==> src/assert_macros.svh <==
// Assertion macros used by the RTL of the timer pool (tick_timer_pool).
// Needs a clock named clk and an active-low reset named rst_n in the using scope.
`ifndef ASSERT_MACROS_SVH
`define ASSERT_MACROS_SVH

`ifndef ASSERT_OFF

// Property must hold at every clock edge outside reset.
`define ASSERT_CLK(label, prop, msg) \
    label: assert property (@(posedge clk) disable iff (!rst_n) prop) else $error(msg);

// Expression must never be true outside reset.
`define ASSERT_NEVER(label, expr, msg) \
    label: assert property (@(posedge clk) disable iff (!rst_n) !(expr)) else $error(msg);

`else

`define ASSERT_CLK(label, prop, msg)
`define ASSERT_NEVER(label, expr, msg)

`endif

`endif

==> src/ttp_pkg.sv <==
// Types and constants for the tick timer pool.
// No dependencies; used by tick_timer_pool.
package ttp_pkg;

    localparam int POOL_SIZE_DEF   = 16;
    localparam int NUM_CHAN        = 3;
    localparam int COUNT_W         = 32;
    localparam int SLOT_OUT_W      = 5;
    localparam int FIRE_W          = 3;
    localparam int CFG_IDX_W       = 2;
    localparam int CFG_DATA_W      = 32;

    localparam logic [COUNT_W-1:0] MID_PERIOD_RST  = 32'd20;
    localparam logic [COUNT_W-1:0] SLOW_PERIOD_RST = 32'd100;
    localparam logic [FIRE_W-1:0]  CALLBACK_RST    = 3'd0;

    // Channel code that addresses nothing
    localparam logic [1:0] CHAN_INVALID = 2'd3;

    typedef enum logic [3:0] {
        KIND_TICK        = 4'd0,
        KIND_ALLOC       = 4'd1,
        KIND_POOL_STOP   = 4'd2,
        KIND_POOL_READ   = 4'd3,
        KIND_POOL_LESS   = 4'd4,
        KIND_POOL_MORE   = 4'd5,
        KIND_POOL_STATUS = 4'd6,
        KIND_CH_START    = 4'd7,
        KIND_CH_STOP     = 4'd8,
        KIND_CH_READ     = 4'd9,
        KIND_CH_LESS     = 4'd10,
        KIND_CH_MORE     = 4'd11,
        KIND_CH_STATUS   = 4'd12
    } kind_t;

    typedef enum logic [CFG_IDX_W-1:0] {
        CFG_CALLBACK_MASK = 2'd0,
        CFG_MID_PERIOD    = 2'd1,
        CFG_SLOW_PERIOD   = 2'd2
    } cfg_reg_t;

endpackage

==> src/tick_timer_pool.sv <==
// Tick timer pool: POOL_SIZE elapsed-time counters plus three periodic channels.
// Depends on ttp_pkg and assert_macros.svh.
//
// Usage:
//   Input channel (in_valid/in_ready) carries one transaction per tick or
//   command: kind, slot_in, channel, limit_ms. Every input transaction gives
//   exactly one result transaction on the output channel (out_valid/out_ready):
//   slot_out, elapsed, flag, fire_mask; fields a command does not use read 0.
//   Configuration port (cfg_valid/cfg_ready, cfg_index, cfg_data) is always
//   ready; index 0 callback_mask, 1 mid_period, 2 slow_period, others dropped.
//   Write it only while no command is in flight.
// Timing:
//   An item is held in the input register, is executed there and lands in the
//   result register, which drives out_valid. One item per cycle is sustained
//   while out_ready stays high; the single execute stage that reads and
//   updates all counters in place sets that rate.
// Stall and reset:
//   When out_ready is low the result holds, the input register fills and then
//   in_ready drops. Reset clears all counters, running and enable bits and
//   loads callback_mask 0, mid_period 20 and slow_period 100.
`include "assert_macros.svh"

module tick_timer_pool #(
    parameter int POOL_SIZE = ttp_pkg::POOL_SIZE_DEF
) (
    input  logic                              clk,
    input  logic                              rst_n,
    // command input
    input  logic                              in_valid,
    output logic                              in_ready,
    input  logic [3:0]                        kind,
    input  logic [3:0]                        slot_in,
    input  logic [1:0]                        channel,
    input  logic [ttp_pkg::COUNT_W-1:0]       limit_ms,
    // result output
    output logic                              out_valid,
    input  logic                              out_ready,
    output logic [ttp_pkg::SLOT_OUT_W-1:0]    slot_out,
    output logic [ttp_pkg::COUNT_W-1:0]       elapsed,
    output logic                              flag,
    output logic [ttp_pkg::FIRE_W-1:0]        fire_mask,
    // configuration writes
    input  logic                              cfg_valid,
    output logic                              cfg_ready,
    input  logic [ttp_pkg::CFG_IDX_W-1:0]     cfg_index,
    input  logic [ttp_pkg::CFG_DATA_W-1:0]    cfg_data
);

    localparam int IDX_W = $clog2(POOL_SIZE + 1);
    localparam int CW    = ttp_pkg::COUNT_W;
    localparam int NCH   = ttp_pkg::NUM_CHAN;

    // configuration
    logic [ttp_pkg::FIRE_W-1:0] callback_mask_reg;
    logic [CW-1:0]              mid_period_reg;
    logic [CW-1:0]              slow_period_reg;

    // input register
    logic                       in_valid_reg;
    logic [3:0]                 kind_reg;
    logic [3:0]                 slot_in_reg;
    logic [1:0]                 channel_reg;
    logic [CW-1:0]              limit_reg;

    // state
    logic [CW-1:0]              pool_count_reg  [POOL_SIZE];
    logic [CW-1:0]              pool_count_next [POOL_SIZE];
    logic [POOL_SIZE-1:0]       pool_running_reg;
    logic [POOL_SIZE-1:0]       pool_running_next;
    logic [CW-1:0]              chan_count_reg  [NCH];
    logic [CW-1:0]              chan_count_next [NCH];
    logic [NCH-1:0]             chan_enabled_reg;
    logic [NCH-1:0]             chan_enabled_next;

    // result register
    logic                           out_valid_reg;
    logic [ttp_pkg::SLOT_OUT_W-1:0] slot_out_reg;
    logic [CW-1:0]                  elapsed_reg;
    logic                           flag_reg;
    logic [ttp_pkg::FIRE_W-1:0]     fire_mask_reg;

    // execute stage
    logic                           exec_fire;
    logic [POOL_SIZE-1:0]           slot_hit;
    logic [POOL_SIZE-1:0]           free_oh;
    logic                           any_free;
    logic [IDX_W-1:0]               free_idx;
    logic [IDX_W+ttp_pkg::SLOT_OUT_W-1:0] free_idx_ext;
    logic [CW-1:0]                  sel_count;
    logic                           sel_running;
    logic                           slot_ok;
    logic                           ch_ok;
    logic [CW-1:0]                  ch_count;
    logic                           ch_enabled;
    logic [CW-1:0]                  chan_inc;
    logic [CW-1:0]                  period;
    logic                           cmp_hit;
    logic [ttp_pkg::SLOT_OUT_W-1:0] res_slot;
    logic [CW-1:0]                  res_elapsed;
    logic                           res_flag;
    logic [ttp_pkg::FIRE_W-1:0]     res_fire;
    logic [POOL_SIZE-1:0]           idle_dirty;

    assign exec_fire = in_valid_reg && (!out_valid_reg || out_ready);
    assign in_ready  = !in_valid_reg || exec_fire;
    assign cfg_ready = 1'b1;

    assign out_valid = out_valid_reg;
    assign slot_out  = slot_out_reg;
    assign elapsed   = elapsed_reg;
    assign flag      = flag_reg;
    assign fire_mask = fire_mask_reg;

    // configuration registers
    always_ff @(posedge clk or negedge rst_n)
    begin
        if (!rst_n)
        begin
            callback_mask_reg <= ttp_pkg::CALLBACK_RST;
            mid_period_reg    <= ttp_pkg::MID_PERIOD_RST;
            slow_period_reg   <= ttp_pkg::SLOW_PERIOD_RST;
        end
        else if (cfg_valid && cfg_ready)
        begin
            case (ttp_pkg::cfg_reg_t'(cfg_index))
                ttp_pkg::CFG_CALLBACK_MASK: callback_mask_reg <= cfg_data[ttp_pkg::FIRE_W-1:0];
                ttp_pkg::CFG_MID_PERIOD:    mid_period_reg    <= cfg_data[CW-1:0];
                ttp_pkg::CFG_SLOW_PERIOD:   slow_period_reg   <= cfg_data[CW-1:0];
                default:                    ;
            endcase
        end
    end

    // input register
    always_ff @(posedge clk or negedge rst_n)
    begin
        if (!rst_n)
        begin
            in_valid_reg <= 1'b0;
        end
        else if (in_ready)
        begin
            in_valid_reg <= in_valid;
        end
    end

    always_ff @(posedge clk)
    begin
        if (in_valid && in_ready)
        begin
            kind_reg    <= kind;
            slot_in_reg <= slot_in;
            channel_reg <= channel;
            limit_reg   <= limit_ms;
        end
    end

    // slot decode, lowest free slot
    always_comb
    begin
        any_free = 1'b0;
        for (int i = 0; i < POOL_SIZE; i++)
        begin
            slot_hit[i] = (int'(slot_in_reg) == i);
            free_oh[i]  = !pool_running_reg[i] && !any_free;
            if (!pool_running_reg[i])
            begin
                any_free = 1'b1;
            end
        end
        free_idx = IDX_W'(POOL_SIZE);
        for (int i = POOL_SIZE - 1; i >= 0; i--)
        begin
            if (!pool_running_reg[i])
            begin
                free_idx = IDX_W'(i);
            end
        end
        free_idx_ext = {{ttp_pkg::SLOT_OUT_W{1'b0}}, free_idx};
    end

    // addressed pool counter and channel
    always_comb
    begin
        sel_count   = '0;
        sel_running = 1'b0;
        for (int i = 0; i < POOL_SIZE; i++)
        begin
            if (slot_hit[i])
            begin
                sel_count   = sel_count | pool_count_reg[i];
                sel_running = sel_running | pool_running_reg[i];
            end
        end
        slot_ok    = |slot_hit;
        ch_ok      = (channel_reg != ttp_pkg::CHAN_INVALID);
        ch_count   = ch_ok ? chan_count_reg[channel_reg] : '0;
        ch_enabled = ch_ok ? chan_enabled_reg[channel_reg] : 1'b0;
    end

    // execute one item
    always_comb
    begin
        pool_count_next   = pool_count_reg;
        pool_running_next = pool_running_reg;
        chan_count_next   = chan_count_reg;
        chan_enabled_next = chan_enabled_reg;
        res_slot    = '0;
        res_elapsed = '0;
        res_flag    = 1'b0;
        res_fire    = '0;
        chan_inc    = '0;
        period      = '0;
        cmp_hit     = 1'b0;
        case (ttp_pkg::kind_t'(kind_reg))
            ttp_pkg::KIND_TICK:
            begin
                for (int c = 0; c < NCH; c++)
                begin
                    chan_inc = chan_count_reg[c] + 32'd1;
                    period   = (c == 1) ? mid_period_reg : slow_period_reg;
                    if (chan_enabled_reg[c])
                    begin
                        chan_count_next[c] = chan_inc;
                        if (callback_mask_reg[c])
                        begin
                            if (c == 0)
                            begin
                                res_fire[c] = 1'b1;
                            end
                            else if (chan_inc > period)
                            begin
                                // restart, channel stays enabled
                                chan_count_next[c] = '0;
                                res_fire[c]        = 1'b1;
                            end
                        end
                    end
                end
                for (int i = 0; i < POOL_SIZE; i++)
                begin
                    if (pool_running_reg[i])
                    begin
                        pool_count_next[i] = pool_count_reg[i] + 32'd1;
                    end
                end
            end
            ttp_pkg::KIND_ALLOC:
            begin
                res_slot = free_idx_ext[ttp_pkg::SLOT_OUT_W-1:0];
                for (int i = 0; i < POOL_SIZE; i++)
                begin
                    if (free_oh[i])
                    begin
                        pool_running_next[i] = 1'b1;
                        pool_count_next[i]   = '0;
                    end
                end
            end
            ttp_pkg::KIND_POOL_STOP:
            begin
                for (int i = 0; i < POOL_SIZE; i++)
                begin
                    if (slot_hit[i])
                    begin
                        pool_running_next[i] = 1'b0;
                        pool_count_next[i]   = '0;
                    end
                end
            end
            ttp_pkg::KIND_POOL_READ:
            begin
                res_elapsed = sel_count;
            end
            ttp_pkg::KIND_POOL_LESS,
            ttp_pkg::KIND_POOL_MORE:
            begin
                cmp_hit = (kind_reg == ttp_pkg::KIND_POOL_LESS) ? (sel_count < limit_reg)
                                                                 : (sel_count > limit_reg);
                res_flag = slot_ok && cmp_hit;
                // a true answer stops the counter
                for (int i = 0; i < POOL_SIZE; i++)
                begin
                    if (slot_hit[i] && cmp_hit)
                    begin
                        pool_running_next[i] = 1'b0;
                        pool_count_next[i]   = '0;
                    end
                end
            end
            ttp_pkg::KIND_POOL_STATUS:
            begin
                res_flag = sel_running;
            end
            ttp_pkg::KIND_CH_START:
            begin
                if (ch_ok)
                begin
                    chan_count_next[channel_reg]   = '0;
                    chan_enabled_next[channel_reg] = 1'b1;
                end
            end
            ttp_pkg::KIND_CH_STOP:
            begin
                if (ch_ok)
                begin
                    chan_count_next[channel_reg]   = '0;
                    chan_enabled_next[channel_reg] = 1'b0;
                end
            end
            ttp_pkg::KIND_CH_READ:
            begin
                res_elapsed = ch_count;
            end
            ttp_pkg::KIND_CH_LESS:
            begin
                res_flag = ch_ok && (ch_count < limit_reg);
            end
            ttp_pkg::KIND_CH_MORE:
            begin
                res_flag = ch_ok && (ch_count > limit_reg);
            end
            ttp_pkg::KIND_CH_STATUS:
            begin
                res_flag = ch_enabled;
            end
            default:
            begin
            end
        endcase
    end

    // state update
    always_ff @(posedge clk or negedge rst_n)
    begin
        if (!rst_n)
        begin
            for (int i = 0; i < POOL_SIZE; i++)
            begin
                pool_count_reg[i] <= '0;
            end
            for (int c = 0; c < NCH; c++)
            begin
                chan_count_reg[c] <= '0;
            end
            pool_running_reg <= '0;
            chan_enabled_reg <= '0;
        end
        else if (exec_fire)
        begin
            pool_count_reg   <= pool_count_next;
            pool_running_reg <= pool_running_next;
            chan_count_reg   <= chan_count_next;
            chan_enabled_reg <= chan_enabled_next;
        end
    end

    // result register
    always_ff @(posedge clk or negedge rst_n)
    begin
        if (!rst_n)
        begin
            out_valid_reg <= 1'b0;
        end
        else if (exec_fire)
        begin
            out_valid_reg <= 1'b1;
        end
        else if (out_ready)
        begin
            out_valid_reg <= 1'b0;
        end
    end

    always_ff @(posedge clk)
    begin
        if (exec_fire)
        begin
            slot_out_reg  <= res_slot;
            elapsed_reg   <= res_elapsed;
            flag_reg      <= res_flag;
            fire_mask_reg <= res_fire;
        end
    end

    // a stopped pool counter must read zero
    always_comb
    begin
        for (int i = 0; i < POOL_SIZE; i++)
        begin
            idle_dirty[i] = !pool_running_reg[i] && (pool_count_reg[i] != '0);
        end
    end

    `ASSERT_NEVER(a_idle_counter_zero, |idle_dirty, "stopped pool counter holds a nonzero count")
    `ASSERT_CLK(a_exec_gives_result, exec_fire |=> out_valid_reg, "executed item left no result")
    `ASSERT_NEVER(a_fire_needs_callback, out_valid_reg && ((fire_mask_reg & ~callback_mask_reg) != '0), "channel fired without callback")
    `ASSERT_CLK(a_one_field_used, out_valid_reg |-> ($countones({|slot_out_reg, |elapsed_reg, flag_reg, |fire_mask_reg}) <= 1), "result carries more than one answer")

endmodule

==> config.mk <==
export PLATFORM = sky130hd
export DESIGN_NAME = tick_timer_pool
export DESIGN_NICKNAME = d
export VERILOG_FILES = /design/src/ttp_pkg.sv /design/src/tick_timer_pool.sv
export VERILOG_INCLUDE_DIRS = /design/src /design/src/src
export SDC_FILE = /design/constraint.sdc
export NUM_CORES = 2
export LEC_CHECK = 0
export ABC_AREA = 1
export BUFFER_PORTS_ARGS = -buffer_cell sky130_fd_sc_hd__buf_2
export CORE_MARGIN = 2
export CORE_UTILIZATION = 60
export DETAILED_ROUTE_END_ITERATION = 8
export PLACE_DENSITY = 0.87
export SKIP_LAST_GASP = 1
export SLEW_MARGIN = 20
export SYNTH_ARGS = -nofsm -noshare
export SYNTH_HDL_FRONTEND = slang
export SYNTH_SLANG_ARGS = --single-unit
==> constraint.sdc <==
create_clock -name clk -period 8.55 [get_ports clk]
set_input_delay 1.2825 -clock clk [delete_from_list [all_inputs] [get_ports clk]]
set_output_delay 1.2825 -clock clk [all_outputs]
set_load 0.01 [all_outputs]
After elaboration in Yosys (flattened, before gate mapping)
Cells that the tools add are included.
{"block": "word_totals", "ff_bits": 779, "out_inout_bits": 44, "wordCells": 555, "input_bits": 81}
{"block": "op_classes", "n_reduce_logical": 129, "bitwise_logic": 36, "n_lt_le_gt_ge": 10, "n_mux": 206, "n_addsub": 19, "eq_ne": 100}
{"op": "2-to-1 mux 32 bit", "count": 91}
{"op": "case mux 512 bit (4 select lines)", "count": 1}
{"op": "adder 32 x 1 -> 32 bit, second input constant", "count": 19}
{"op": "bitwise OR 32 bit", "count": 15}
{"op": "case mux 96 bit (2 select lines)", "count": 1}
{"op": "inequality test 2 bit, second input constant", "count": 70}
{"op": "greater-than comparator 32 bit", "count": 4}
{"op": "AND 96 bit", "count": 1}
{"op": "2-to-1 mux 96 bit", "count": 1}
{"op": "inverter 96 bit", "count": 1}
{"op": "AND reduction 6 bit", "count": 16}
{"op": "2-to-1 mux 1 bit", "count": 88}
{"op": "AND reduction 5 bit", "count": 16}
{"op": "binary-select mux 32 bit (select 2 bit)", "count": 1}
{"op": "demux 32 bit (select 2 bit)", "count": 1}
{"op": "less-than comparator 32 bit", "count": 2}
{"op": "case mux 32 bit (2 select lines)", "count": 1}
{"op": "== test 4 bit, second input constant", "count": 13}
{"op": "case mux 16 bit (3 select lines)", "count": 1}
{"op": "logical AND 1 bit", "count": 38}
{"op": "== test 4 x 3 -> 1 bit, second input constant", "count": 8}
{"op": "zero test 1 bit", "count": 31}
{"op": "2-to-1 mux 4 bit", "count": 7}
{"op": "AND reduction 4 bit", "count": 5}
{"op": "33 further kinds", "count": 68}

Depth between registers and ports, before layout
{"block": "depth", "depth_word": 37, "mapped_depth": 33, "mapped_depth_nobuf": 30}

Worst setup path after synthesis
No wires, ideal clock.
{"block": "synth_path", "path_type": "input -> register", "start": "in out_ready", "end": "reg chan_count_reg[39] (netlist name)", "t_arrival_ps": 3529, "setup_time_ps": 139, "slack_ps": 4882, "stages": 12, "required_ps": 8411, "path_cell_list": "inv_1 -> nand2_1 -> nand2_1 -> inv_1 -> o21ai_1 -> nor2_2 -> inv_2 -> a21oi_1 -> inv_2 -> clkbuf_1 -> a31oi_1 -> a22oi_1"}
{"block": "synth_via", "elab_chain_len": 3}
{"element": "start: declaration", "line": "tick_timer_pool.sv:37", "rtl": "input logic out_ready,"}
{"element": "logical OR 1 bit", "line": "tick_timer_pool.sv:104", "rtl": "assign exec_fire = in_valid_reg && (!out_valid_reg || out_ready);"}
{"element": "logical AND 1 bit", "line": "tick_timer_pool.sv:104"}
{"element": "named net exec_fire", "line": "tick_timer_pool.sv:83", "rtl": "logic exec_fire;"}
{"element": "AND reduction 4 bit (no source line)"}
{"element": "end signal: assignment", "line": "tick_timer_pool.sv:353", "rtl": "chan_count_reg <= chan_count_next;"}
{"element": "end: declaration", "line": "tick_timer_pool.sv:70", "rtl": "logic [CW-1:0] chan_count_reg [NCH];"}
The timed path passes the listed nets, and every way through them passes these cells.
A chain may end at the register's enable or synchronous reset.

Worst setup path in the final report
{"block": "layout_path", "start": "reg slot_in_reg[0]", "end": "reg pool_count_reg[51] (netlist name)"}
{"block": "layout_via", "elab_chain_len": 37}
{"element": "start: declaration", "line": "tick_timer_pool.sv:61", "rtl": "logic [3:0] slot_in_reg;"}
{"element": "start signal: assignment", "line": "tick_timer_pool.sv:152", "rtl": "slot_in_reg <= slot_in;"}
{"element": "zero test 4 bit", "line": "tick_timer_pool.sv:164", "rtl": "slot_hit[i] = (int'(slot_in_reg) == i);"}
{"element": "2-to-1 mux 32 bit", "line": "tick_timer_pool.sv:189", "rtl": "if (slot_hit[i])"}
{"element": "bitwise OR 32 bit", "line": "tick_timer_pool.sv:191", "rtl": "sel_count = sel_count | pool_count_reg[i];"}
{"element": "2-to-1 mux 32 bit", "line": "tick_timer_pool.sv:189"}
{"element": "bitwise OR 32 bit", "line": "tick_timer_pool.sv:191"}
{"element": "2-to-1 mux 32 bit", "line": "tick_timer_pool.sv:189"}
{"element": "bitwise OR 32 bit", "line": "tick_timer_pool.sv:191"}
{"element": "2-to-1 mux 32 bit", "line": "tick_timer_pool.sv:189"}
{"element": "[... 21 more ...]"}
{"element": "2-to-1 mux 32 bit", "line": "tick_timer_pool.sv:189"}
{"element": "bitwise OR 32 bit", "line": "tick_timer_pool.sv:191"}
{"element": "2-to-1 mux 32 bit", "line": "tick_timer_pool.sv:189"}
{"element": "greater-than comparator 32 bit or less-than comparator 32 bit (tied branches)", "line": "tick_timer_pool.sv:279, tick_timer_pool.sv:278"}
{"element": "2-to-1 mux 1 bit", "line": "tick_timer_pool.sv:278", "rtl": "cmp_hit = (kind_reg == ttp_pkg::KIND_POOL_LESS) ? (sel_count < limit_reg)"}
{"element": "logical AND 1 bit", "line": "tick_timer_pool.sv:284", "rtl": "if (slot_hit[i] && cmp_hit)"}
{"element": "inequality test 2 bit (no source line)"}
{"element": "AND reduction 6 bit (no source line) *"}
{"element": "end signal: assignment", "line": "tick_timer_pool.sv:351", "rtl": "pool_count_reg <= pool_count_next;"}
{"element": "end: declaration", "line": "tick_timer_pool.sv:66", "rtl": "logic [CW-1:0] pool_count_reg [POOL_SIZE];"}
Every way passes the cells marked *; elsewhere a longest branch is shown, timed or not.

==> run_results.csv <==
group,metric,value,unit
yosys,syn_avg_cell_area,7.09,um^2
power_and_ir_drop,p_seq_share,39.2,%
sta,finClkSkew,0.0298,ns
sta,max-slew-margin-rel,7.06,%
worst_setup_path,cp_cell_sequence,"inv_1 -> nor2_1 -> nand2_1 -> inv_1 -> nand2_1 -> o21ai_0 -> a2111oi_0 -> nand4_1 -> ha_1 -> nand2_1 -> nand2_1 -> nand2_1 -> nand2_1 -> a21oi_1 -> nand2_1 -> nand2_1 -> nand3_1 -> nand2_1 -> inv_2 -> nand2_1 -> nand3_2 -> inv_2 -> o21ai_0",
cells_and_area,area_delta_synth_final,8.24,%
worst_setup_path,crit_type,"register to register",
run,max-cap-violations,0,
power_and_ir_drop,power.total,13.0,mW
grt,grt_overflow,0,
route,first_pass_iters,9,
power_and_ir_drop,p_per_area,223,nW/um^2
sta,rsz0062_at_grt,"false",
clocking,cts_resized,0,
worst_setup_path,arrival,7.90,ns
clocking,cts_max_level,3,
power_and_ir_drop,leakagePower,23.9,nW
worst_setup_path,r2r-end,"pool_count_reg[51]",
hold_path,hold_start,"chan_count_reg[80]",
worst_setup_path,reg2reg_setup_slack,1.20,ns
grt,grt_max_degree,184,
placed_design,dp_hpwl,163,mm
die,pin_count,125,
clocking,clk_latency,0.72,ns
worst_setup_path,cp-end-kind,"register",
grt,grt_usage,45.9,%
status,violations,"design-rule violations",
die,die-area,92400,um^2
die,initial_core_util,60.2,%
yosys,synthArstFlopShare,89.3,%
die,fp.dieH,304,um
yosys,synthFlopType,"dfrtp_1",
yosys,ys_ff_latch,779,
clocking,cts_tree,"done",
grt,grt_pass1_wl,322,mm
yosys,synth_nets,7838,
cells_and_area,nNetsFinal,7806,
hold_path,min_to,"chan_count_reg[80]",
route,vias,55800,
die,die_x,304,um
yosys,synth_edf_count,83,
worst_setup_path,cp_max_fo,42,
route,antenna_left,0,
worst_setup_path,start_kind,"register",
clocking,clockBufferDepth,3,
die,rows,110,
yosys,synth_cell_type_count,64,
die,core_region_area,89600,um^2
route,viasPerCell,6.32,
hold_path,holdPathStages,1,
clocking,ctsHoldBuffers,0,
cells_and_area,largest_reg_flops,512,
grt,grt_pass1_vias,51200,
worst_setup_path,critPathMostFrequentCell,"nand2_1",
power_and_ir_drop,p_int,7.81,mW
route,drcViolationCount,6,
status,status,"complete, but fails checks",
sta,finalCriticalPeriod,7.35,ns
sta,slew_viol_final,0,
clocking,cts_root_buf,"clkbuf_16",
power_and_ir_drop,switching_share,40.0,%
placed_design,place_congestion,1.13,
route,routed_wl,216,mm
worst_setup_path,slowest_stage,"a2111oi_0",
yosys,syn_inst,7610,
clocking,numCtsBuffers,89,
sta,hold_viol,0,
yosys,syn-cell-area,54000,um^2
hold_path,hp-class,"register to register",
power_and_ir_drop,vdd_ir_drop_max,195,uV
worst_setup_path,cp_slowest_stage_delay,0.98,ns
cells_and_area,layout_commonest_cell,"nand2_1",
clocking,postCtsSetupRepairBufs,0,
clocking,clkTransAtPathRegs,0.06,ns
placed_design,io_buffers,123,
sta,fmax,136,MHz
power_and_ir_drop,clkPwrFrac,31.3,%
power_and_ir_drop,p_switching,5.21,mW
sta,timing.setup.tns,0,ns
route,wl_per_cell,24.5,um
cells_and_area,drive_gt1_share,8.12,%
sta,worst_pin_slew,1.36,ns
cells_and_area,final_cell_mix,"2093 x nand2_1, 761 x inv_1, 752 x nor2_1",
worst_setup_path,ff2ff_path_depth,23,
worst_setup_path,worstReg2RegStart,"slot_in_reg[0]",
clocking,cts.sinks,779,
sta,setup_viol_count_final,0,
grt,antenna_found_initial,7,
sta,finalCritPeriodShare,86.0,%
yosys,yosysWarnings,0,
worst_setup_path,cp.required,9.09,ns
power_and_ir_drop,p_comb_share,29.5,%
route,drtIter0Drc,8726,
yosys,yosysSeqAreaShare,36.9,%
-- how the worst max path moves through the flow --
stage | startpoint | endpoint | cells past startpoint
2_1_floorplan | out_ready | chan_count_reg[39] | 12
3_3_place_gp | slot_in_reg[2] | pool_count_reg[48] | 24
3_5_place_dp | slot_in_reg[0] | pool_count_reg[52] | 23
4_1_cts | slot_in_reg[0] | pool_count_reg[51] | 23
5_1_grt | slot_in_reg[0] | pool_count_reg[35] | 24
6_report | slot_in_reg[0] | pool_count_reg[51] | 23
-- power groups by stage --
stage	sequential, mW	clock [mW]	combinational [mW]
after floorplan	4.78	0	2.56
after detailed placement	5.10	0	3.65
after global placement	5.09	0	3.50
final	5.10	4.08	3.84
after global routing	5.15	4.22	4.19
after CTS	5.05	4.08	3.69
-- metrics by stage --
| step | instances | hold WS [ns] | util [%] | area (um^2) | worst slack, ns |
|---|---|---|---|---|---|
| after CTS | 8825 | 0.479 | 65.1 | 58300 | 1.86 |
| after floorplan | 7610 | 0.448 | - | 54000 | 4.88 |
| after global placement | 8662 | 0.462 | 61.7 | 55300 | 1.89 |
| after detailed placement | 8662 | 0.473 | 61.7 | 55300 | 1.88 |
| after global routing | 8826 | 0.508 | 65.2 | 58400 | 1.05 |
| final | 8834 | 0.477 | 65.2 | 58400 | 1.20 |
-- routing by layer --
layer	vias to the layer above	routed length [um]	global-route usage, %
met5	-	49	0
met4	8	17600	29.6
met3	833	29300	14.2
met2	3841	86800	64.6
met1	26100	82300	61.0
li1	25000	-	-
-- critical path: cells and delay by family, from the launching register on --
kind	cells	cell delay, ns
AOI/OAI and AO/OA	4	1.52
DFF	1	0.42
buffers and inverters	4	1.58
and+or+nand+nor	14	3.17
adders and majority gates	1	0.46
-- Yosys cell counts, types with 5 or more instances --
cell type     n  share of area (%)
nand2_1    2099                 15
xnor2_1      92                1.5
a2111oi_0     5              0.081
xor2_1      402                6.5
ha_1        147                3.4
a221oi_1     52               0.84
nor3b_1      10               0.14
a22o_1       25               0.41
a21oi_1     149                1.4
a31oi_1      68               0.79
buf_1        14              0.097
or2_2       234                2.7
a211oi_1     23               0.32
buf_4         7              0.097
nor2_2        5              0.058
o21ai_0     358                3.3
dfrtp_1     691                 32
o211ai_1     17               0.24
nor2_1      754                5.2
o21ai_1     219                2.0
o221ai_1     23               0.37
a22oi_1      25               0.35
nand3_1     212                2.0
edfxtp_1     83                4.6
inv_1       763                5.3
nand4_1     168                1.9
buf_2        76               0.70
o21a_1        5              0.070
nor3_1      361                3.3
clkinv_1      5              0.035
o2111ai_1    12               0.19
o22ai_1      88                1.0
clkbuf_1    198                1.4
inv_2        23               0.16
nor4_1      129                1.5
dfstp_2       5               0.24
-- kinds of logic after synthesis --
kind of cell	count (synthesis)	share of synthesized area (%)
and+or+nand+nor	4002	32.0
AOI/OAI and AO/OA	1094	11.8
buffers and inverters	1092	7.86
DFF	779	36.9
xor gates and xnor gates	494	8.02
adders and majority gates	147	3.41
other	1	0.00695
muxes	1	0.0185
-- area by class of cell --
type,instances,area (um^2)
fillers,7933,31200
multi-input cells,5739,29900
flip-flops and latches,779,19900
inverters,791,2980
clock buffers,113,2400
well taps,1176,1470
repair buffers,178,1110
clock inverters,50,632
diodes,8,20.0
No activity file was read; power rests on OpenSTA's default activity.
